[config.mk]
export PLATFORM = sky130hd
export DESIGN_NAME = serial_loaded_bank_mapper
export DESIGN_NICKNAME = d
export VERILOG_FILES = /design/src/slbm_pkg.sv /design/src/slbm_regs.sv /design/src/slbm_decode.sv /design/src/serial_loaded_bank_mapper.sv
export SDC_FILE = /design/constraint.sdc
export NUM_CORES = 1
export LEC_CHECK = 0
export ABC_AREA = 1
export BUFFER_PORTS_ARGS = -buffer_cell sky130_fd_sc_hd__buf_2
export CORE_ASPECT_RATIO = 1.75
export CORE_MARGIN = 5
export CORE_UTILIZATION = 40
export CTS_CLUSTER_DIAMETER = 150
export DETAILED_ROUTE_END_ITERATION = 12
export GPL_ROUTABILITY_DRIVEN = 0
export PLACE_DENSITY_LB_ADDON = 0.3
export SLEW_MARGIN = 40
export SYNTH_ARGS = -nofsm -noshare
export SYNTH_HDL_FRONTEND = slang
export SYNTH_HIERARCHICAL = 1
export SYNTH_SLANG_ARGS = --single-unit
[constraint.sdc]
create_clock -name clk -period 5.9 [get_ports clk]
set_clock_uncertainty 0.15 [all_clocks]
set_input_delay 1.18 -clock clk [delete_from_list [all_inputs] [get_ports clk]]
set_output_delay 1.18 -clock clk [all_outputs]
set_load 0.05 [all_outputs]
[src/slbm_pkg.sv]
// Shared types and constants for the serial loaded bank mapper.
// No dependencies; imported by every module of the block.
package slbm_pkg;

  // Access kinds
  localparam logic [1:0] OP_CPU_READ  = 2'd0;
  localparam logic [1:0] OP_CPU_WRITE = 2'd1;
  localparam logic [1:0] OP_PPU_READ  = 2'd2;
  localparam logic [1:0] OP_PPU_WRITE = 2'd3;

  // Target memories
  localparam logic [2:0] TGT_NONE    = 3'd0;
  localparam logic [2:0] TGT_PRG_RAM = 3'd1;
  localparam logic [2:0] TGT_PRG_ROM = 3'd2;
  localparam logic [2:0] TGT_CHR_ROM = 3'd3;
  localparam logic [2:0] TGT_CHR_RAM = 3'd4;

  // Configuration register indexes
  localparam logic [1:0] CFG_PRG_COUNT = 2'd0;
  localparam logic [1:0] CFG_CHR_COUNT = 2'd1;

  // Internal register select, address bits 14..13
  localparam logic [1:0] SEL_CONTROL = 2'd0;
  localparam logic [1:0] SEL_CHR_LOW = 2'd1;
  localparam logic [1:0] SEL_CHR_HIGH = 2'd2;
  localparam logic [1:0] SEL_PRG     = 2'd3;

  // PRG modes, control bits 3..2; modes 0 and 1 both map one 32K bank
  localparam logic [1:0] PRG_MODE_FIX_FIRST = 2'd2;
  localparam logic [1:0] PRG_MODE_FIX_LAST  = 2'd3;

  // Address windows and reset values
  localparam logic [15:0] PRG_RAM_BASE   = 16'h6000;
  localparam logic [15:0] PRG_ROM_BASE   = 16'h8000;
  localparam logic [15:0] PPU_PATTERN_TOP = 16'h1FFF;
  localparam int          PRG_RAM_BYTES  = 8192;
  localparam logic [18:0] PRG_RAM_MASK   = 19'(PRG_RAM_BYTES - 1);
  localparam logic [4:0]  CONTROL_RESET  = 5'h1C;
  localparam logic [4:0]  PRG_MODE3_BITS = 5'h0C;
  localparam logic [1:0]  MIRROR_RESET   = 2'd3;
  localparam logic [5:0]  PRG_COUNT_RESET = 6'd16;
  localparam logic [5:0]  CHR_COUNT_RESET = 6'd0;
  localparam logic [2:0]  LOAD_LAST      = 3'd4;

  // One bus access
  typedef struct packed {
    logic [1:0]  opcode;
    logic [15:0] bus_addr;
    logic [7:0]  write_data;
  } access_t;

  // Mapper register file as seen by the decoder
  typedef struct packed {
    logic [4:0] control;
    logic [4:0] chr_low;
    logic [4:0] chr_high;
    logic [4:0] prg_sel;
    logic [5:0] prg_count;
    logic [5:0] chr_count;
  } regs_t;

  // One result word
  typedef struct packed {
    logic        handled;
    logic [2:0]  target;
    logic [18:0] mem_offset;
    logic        mem_write;
    logic [1:0]  mirroring;
  } result_t;

endpackage

[src/slbm_regs.sv]
// Serial load shifter, mapper registers and configuration registers.
// Depends on slbm_pkg.
module slbm_regs (
  input  logic             clk,
  input  logic             rst,
  input  logic             step,
  input  slbm_pkg::access_t acc,
  input  logic             cfg_we,
  input  logic [1:0]       cfg_index,
  input  logic [5:0]       cfg_data,
  output slbm_pkg::regs_t  regs,
  output logic [1:0]       mirror_next
);
  import slbm_pkg::*;

  logic [4:0] shift_value, shift_value_next;
  logic [2:0] shift_count, shift_count_next;
  logic [4:0] control_reg, control_reg_next;
  logic [4:0] chr_select_low, chr_select_low_next;
  logic [4:0] chr_select_high, chr_select_high_next;
  logic [4:0] prg_select, prg_select_next;
  logic [1:0] mirror_mode;
  logic [5:0] prg_bank_count, chr_bank_count;
  logic [4:0] loaded;
  logic       reg_write;

  assign reg_write = (acc.opcode == OP_CPU_WRITE) && (acc.bus_addr >= PRG_ROM_BASE);
  assign loaded    = {acc.write_data[0], shift_value[4:1]};

  // Serial load and register update for one word
  always_comb begin
    shift_value_next     = shift_value;
    shift_count_next     = shift_count;
    control_reg_next     = control_reg;
    chr_select_low_next  = chr_select_low;
    chr_select_high_next = chr_select_high;
    prg_select_next      = prg_select;
    mirror_next          = mirror_mode;
    if (step && reg_write) begin
      if (acc.write_data[7]) begin
        shift_value_next = '0;
        shift_count_next = '0;
        control_reg_next = control_reg | PRG_MODE3_BITS;
      end else if (shift_count == LOAD_LAST) begin
        shift_value_next = '0;
        shift_count_next = '0;
        case (acc.bus_addr[14:13])
          SEL_CONTROL: begin
            control_reg_next = loaded;
            mirror_next      = loaded[1:0];
          end
          SEL_CHR_LOW:  chr_select_low_next  = loaded;
          SEL_CHR_HIGH: chr_select_high_next = loaded;
          default:      prg_select_next      = loaded;
        endcase
      end else begin
        shift_value_next = loaded;
        shift_count_next = shift_count + 3'd1;
      end
    end
  end

  always_ff @(posedge clk) begin
    if (rst) begin
      shift_value     <= '0;
      shift_count     <= '0;
      control_reg     <= CONTROL_RESET;
      chr_select_low  <= '0;
      chr_select_high <= '0;
      prg_select      <= '0;
      mirror_mode     <= MIRROR_RESET;
    end else begin
      shift_value     <= shift_value_next;
      shift_count     <= shift_count_next;
      control_reg     <= control_reg_next;
      chr_select_low  <= chr_select_low_next;
      chr_select_high <= chr_select_high_next;
      prg_select      <= prg_select_next;
      mirror_mode     <= mirror_next;
    end
  end

  // Configuration registers; unknown indexes are dropped
  always_ff @(posedge clk) begin
    if (rst) begin
      prg_bank_count <= PRG_COUNT_RESET;
      chr_bank_count <= CHR_COUNT_RESET;
    end else if (cfg_we) begin
      case (cfg_index)
        CFG_PRG_COUNT: prg_bank_count <= cfg_data;
        CFG_CHR_COUNT: chr_bank_count <= cfg_data;
        default: ;
      endcase
    end
  end

  assign regs = '{control:   control_reg,
                  chr_low:   chr_select_low,
                  chr_high:  chr_select_high,
                  prg_sel:   prg_select,
                  prg_count: prg_bank_count,
                  chr_count: chr_bank_count};

  // A load never runs past the fifth bit
  a_count_range: assert property (@(posedge clk) disable iff (rst)
    shift_count <= LOAD_LAST)
    else $error("serial load count out of range");

  // A reset write always leaves PRG mode 3 behind
  a_reset_write: assert property (@(posedge clk) disable iff (rst)
    step && reg_write && acc.write_data[7] |=> control_reg[3:2] == 2'b11 && shift_count == 3'd0)
    else $error("reset write did not force PRG mode 3");

  // Five plain writes complete a load
  a_load_done: assert property (@(posedge clk) disable iff (rst)
    step && reg_write && !acc.write_data[7] && shift_count == LOAD_LAST
      |=> shift_count == 3'd0 && shift_value == 5'd0)
    else $error("completed load did not clear the shifter");

endmodule

[src/slbm_decode.sv]
// Address decode and bank translation for one access.
// Depends on slbm_pkg; purely combinational.
module slbm_decode (
  input  slbm_pkg::access_t acc,
  input  slbm_pkg::regs_t   regs,
  input  logic [1:0]        mirror,
  output slbm_pkg::result_t res
);
  import slbm_pkg::*;

  logic [4:0]  prg_page;
  logic [4:0]  last_bank;
  logic [4:0]  chr_sel;
  logic [18:0] prg_offset;
  logic [18:0] chr_offset;
  logic        upper;

  assign upper     = acc.bus_addr[14];
  assign last_bank = 5'(regs.prg_count - 6'd1);

  // PRG bank by mode, control bits 3..2
  always_comb begin
    case (regs.control[3:2])
      PRG_MODE_FIX_FIRST: prg_page = upper ? {1'b0, regs.prg_sel[3:0]} : 5'd0;
      PRG_MODE_FIX_LAST:  prg_page = upper ? last_bank : {1'b0, regs.prg_sel[3:0]};
      default:            prg_page = {1'b0, regs.prg_sel[3:1], upper};
    endcase
  end
  assign prg_offset = {prg_page, acc.bus_addr[13:0]};

  // CHR bank: 8K mode drops the low select bit, 4K mode picks by A12
  assign chr_sel = acc.bus_addr[12] ? regs.chr_high : regs.chr_low;
  assign chr_offset = regs.control[4] ? {2'b00, chr_sel, acc.bus_addr[11:0]}
                                      : {2'b00, regs.chr_low[4:1], acc.bus_addr[12:0]};

  always_comb begin
    res = '{handled: 1'b0, target: TGT_NONE, mem_offset: '0, mem_write: 1'b0,
            mirroring: mirror};
    if (!acc.opcode[1]) begin
      if (acc.bus_addr >= PRG_ROM_BASE) begin
        res.handled = 1'b1;
        if (acc.opcode == OP_CPU_READ) begin
          res.target     = TGT_PRG_ROM;
          res.mem_offset = prg_offset;
        end
      end else if (acc.bus_addr >= PRG_RAM_BASE) begin
        res.handled    = 1'b1;
        res.target     = TGT_PRG_RAM;
        res.mem_offset = {3'b000, acc.bus_addr} & PRG_RAM_MASK;
        res.mem_write  = (acc.opcode == OP_CPU_WRITE);
      end
    end else if (acc.bus_addr <= PPU_PATTERN_TOP) begin
      if (regs.chr_count == 6'd0) begin
        res.handled    = 1'b1;
        res.target     = TGT_CHR_RAM;
        res.mem_offset = {6'b0, acc.bus_addr[12:0]};
        res.mem_write  = (acc.opcode == OP_PPU_WRITE);
      end else if (acc.opcode == OP_PPU_READ) begin
        res.handled    = 1'b1;
        res.target     = TGT_CHR_ROM;
        res.mem_offset = chr_offset;
      end
    end
  end

endmodule

[src/serial_loaded_bank_mapper.sv]
// Serial loaded bank mapper: one word per cycle sustained while out_ready holds; an
// accepted word passes the input register, decode and register update, then the
// result register. in_ready is high while the input stage is empty or the result
// register frees in the same cycle.
// Synchronous active-high reset empties both stages and loads the register reset
// values (control 0x1C, mirroring horizontal, 16 PRG banks, CHR RAM).
module serial_loaded_bank_mapper (
  input  logic        clk,
  input  logic        rst,
  input  logic        in_valid,
  output logic        in_ready,
  input  logic [1:0]  opcode,
  input  logic [15:0] bus_addr,
  input  logic [7:0]  write_data,
  output logic        out_valid,
  input  logic        out_ready,
  output logic        handled,
  output logic [2:0]  target,
  output logic [18:0] mem_offset,
  output logic        mem_write,
  output logic [1:0]  mirroring,
  input  logic        cfg_valid,
  output logic        cfg_ready,
  input  logic [1:0]  cfg_index,
  input  logic [5:0]  cfg_data
);
  import slbm_pkg::*;

  logic    s1_valid;
  access_t s1_acc;
  logic    out_free;
  logic    step;
  regs_t   regs;
  logic [1:0] mirror_next;
  result_t res_next;
  result_t res;

  // Pipeline flow control
  assign out_free  = !out_valid || out_ready;
  assign step      = s1_valid && out_free;
  assign in_ready  = !s1_valid || out_free;
  assign cfg_ready = 1'b1;

  // Input register
  always_ff @(posedge clk) begin
    if (rst) begin
      s1_valid <= 1'b0;
    end else if (in_ready) begin
      s1_valid <= in_valid;
    end
  end

  always_ff @(posedge clk) begin
    if (in_ready && in_valid) begin
      s1_acc <= '{opcode: opcode, bus_addr: bus_addr, write_data: write_data};
    end
  end

  slbm_regs u_regs (
    .clk        (clk),
    .rst        (rst),
    .step       (step),
    .acc        (s1_acc),
    .cfg_we     (cfg_valid && cfg_ready),
    .cfg_index  (cfg_index),
    .cfg_data   (cfg_data),
    .regs       (regs),
    .mirror_next(mirror_next)
  );

  slbm_decode u_decode (
    .acc   (s1_acc),
    .regs  (regs),
    .mirror(mirror_next),
    .res   (res_next)
  );

  // Result register
  always_ff @(posedge clk) begin
    if (rst) begin
      out_valid <= 1'b0;
    end else if (out_free) begin
      out_valid <= s1_valid;
    end
  end

  always_ff @(posedge clk) begin
    if (step) begin
      res <= res_next;
    end
  end

  assign handled    = res.handled;
  assign target     = res.target;
  assign mem_offset = res.mem_offset;
  assign mem_write  = res.mem_write;
  assign mirroring  = res.mirroring;

  // Unclaimed or register words carry no offset and no write
  a_none_quiet: assert property (@(posedge clk) disable iff (rst)
    out_valid && target == TGT_NONE |-> mem_offset == 19'd0 && !mem_write)
    else $error("idle target with offset or write");

  // Only RAM targets are written
  a_write_ram: assert property (@(posedge clk) disable iff (rst)
    out_valid && mem_write |-> target == TGT_PRG_RAM || target == TGT_CHR_RAM)
    else $error("write to a ROM target");

  // A word leaves the input stage only into a free result slot
  a_no_drop: assert property (@(posedge clk) disable iff (rst)
    out_valid && !out_ready && s1_valid |=> out_valid && s1_valid)
    else $error("word lost under stall");

  // Unclaimed words never name a target
  a_unhandled: assert property (@(posedge clk) disable iff (rst)
    out_valid && !handled |-> target == TGT_NONE)
    else $error("unclaimed word with a target");

endmodule

==> impl_metrics.py <==
metrics = {
    "pwr": {
        "p_seq_share_pct": 48.6,
        "p_int_uw": 1020,
        "ir_drop_v": 0.000178,
        "clkPwrFrac_pct": 43.1,
        "combinationalPowerShare_pct": 8.3,
        "p_sw_uw": 343,
        "swShare_pct": 25.2,
        "finalPower_uw": 1360,
        "p_leak_uw": 0.00199,
        "pwr_density_cell_nw_per_um2": 308,
    },
    "cells_and_area": {
        "nFillCells": 911,
        "drive_gt1_share_pct": 24.0,
        "areaGrowthSynthToFinish_pct": 18.8,
        "largest_reg_flops": 20,
        "nets": 508,
        "regMostFlops": "s1_acc",
        "diodes": 0,
    },
    "sta": {
        "finalCritPeriodShare_pct": 51.6,
        "report.final.hold_viol_count": 0,
        "setup_ws_ps": 2860,
        "tightest_slew_ps": 733,
        "max_freq_mhz": 329,
        "setup_viol": 0,
        "slew_headroom_pct": 51.1,
        "fin_crit_ps": 3040,
        "setup-tns-final_ps": 0,
        "worst_hold_slack_ps": 302,
        "rsz0062_at_grt": "no",
        "slew_violations": 0,
    },
    "logic_synthesis": {
        "syn_nets": 446,
        "avgSynthCellArea_um2": 9.21,
        "syn-instance-count": 404,
        "yosysWarnings": 6,
        "netlist_area_um2": 3720,
    },
    "placed_design": {
        "io_buffer_count": 60,
        "hpwl_um": 5680,
        "preCtsSetupSlack_ps": 2670,
    },
    "cts": {
        "cts_setup_buffers": 0,
        "clk_path_buf_depth": 2,
        "cts_tree": "done",
        "clock-sinks": 85,
        "h-tree-depth": 3,
        "ctsRootBufferMaster": "clkbuf_16",
        "clk_pin_slew_worst_paths_ps": 60,
        "cts_hold_buffers": 0,
        "postCtsResizedCells": 0,
        "clkLatencyLatePin_ps": 350,
        "cts_buffers": 9,
    },
    "critical_path": {
        "r2r_setup_slack_ps": 3610,
        "crit_path_end_kind": "output pin",
        "startpoint_type": "input port",
        "ff2ff_path_depth": 10,
        "rr_endpoint": "u_regs/chr_select_low[2]",
        "cp_max_fo": 3,
        "critPathLaunch": "out_ready",
        "crit_required_ps": 4570,
        "regToRegStartpoint": "s1_valid",
        "arrival_ps": 1710,
        "critPathKind": "in2out",
    },
    "routing": {
        "finalWirelength_um": 7420,
        "drc": 0,
        "via_per_inst": 4.63,
        "detail-route-antenna-nets": 0,
        "dr.pass1.iters": 4,
        "vias": 2738,
        "drt_iter0_markers": 167,
        "wire_per_inst_um": 12.6,
    },
    "hold_path": {
        "hold_path.startpoint": "u_regs/mirror_mode[1]",
        "hold_path_class": "reg2reg",
        "whs_path_depth": 2,
        "min_to": "u_regs/mirror_mode[1]",
    },
    "global_routing": {
        "grt_pass1_vias": 2683,
        "grt_start_max_net_pins": 28,
        "antenna_found_initial": 0,
        "grt_overflow": 0,
        "grt_pass1_wl_um": 12300,
        "grt_usage_pct": 13.9,
    },
    "run_status": {
        "outcome": "finished clean",
    },
    "die": {
        "pin_count": 68,
        "row_count": 46,
        "die-area_um2": 11400,
        "start_util_pct": 40.9,
        "die_w_um": 82.9,
        "core_area_um2": 9090,
        "die_y_um": 138,
    },
    "flow_run": {
        "cap_violations": 0,
    },
}
-- critical path: stages --
cell and delay, ps:
buf_2 90, inv_1 110, nand3_2 100, buf_2 230
-- power by group through the flow --
stage	sequential [µW]	combinational [µW]	clock, µW
3_5_place_dp	674	114	0
2_1_floorplan	696	58.4	0
6_report	661	112	586
5_1_grt	664	125	628
4_1_cts	661	114	597
3_3_place_gp	674	111	0
-- layout by cell type, fill, tap and decap left out, drive strengths merged --
cell type,instances
nand3,28
nand4,7
ha,3
nand2,98
o211ai,1
xnor2,1
conb,1
o21ai,26
inv,58
dfxtp,39
nor2,66
bufinv,1
xor2,2
nor3,4
o22ai,1
buf,61
a21oi,16
clkinvlp,1
edfxtp,46
clkbuf,9
clkinv,2
-- final cells by class --
type | count | area (µm²) | area share [%]
sequential | 85 | 2160 | 48.9
multi-input combinational | 254 | 1280 | 28.9
timing repair buffer | 61 | 308 | 6.96
clock buffer | 9 | 225 | 5.10
inverter | 55 | 211 | 4.78
tap | 120 | 150 | 3.40
clock inverter | 7 | 86.3 | 1.95
-- layer usage --
layer	part of all wire (%)	wire [µm]	global-route usage, %	up-vias
met5	0	0	0	-
met4	2.9	215	7.18	0
met3	4.9	362	5.03	17
met2	57	4210	26.1	50
met1	36	2640	13.1	1245
li1	-	-	-	1426
-- per-stage QoR --
stage          cells  utilization (%)  instance area, µm²
6_report         591             48.6                4420
5_1_grt          591             48.6                4420
4_1_cts          591             48.6                4420
3_5_place_dp     575             45.2                4110
3_3_place_gp     575             45.2                4110
2_1_floorplan    404                -                3720
-- worst max-delay path by stage --
| stage | end | slack [ps] | depth (start not counted) |
|---|---|---|---|
| floorplan | mirroring[0] | 2000 | 8 |
| global placement | u_regs/chr_select_high[3] | 2730 | 11 |
| detailed placement | u_regs/chr_select_high[3] | 2670 | 11 |
| CTS | in_ready | 2850 | 4 |
| global route | in_ready | 2810 | 4 |
| finish | in_ready | 2860 | 4 |
Note: power is estimated with default switching activity, not from simulation.
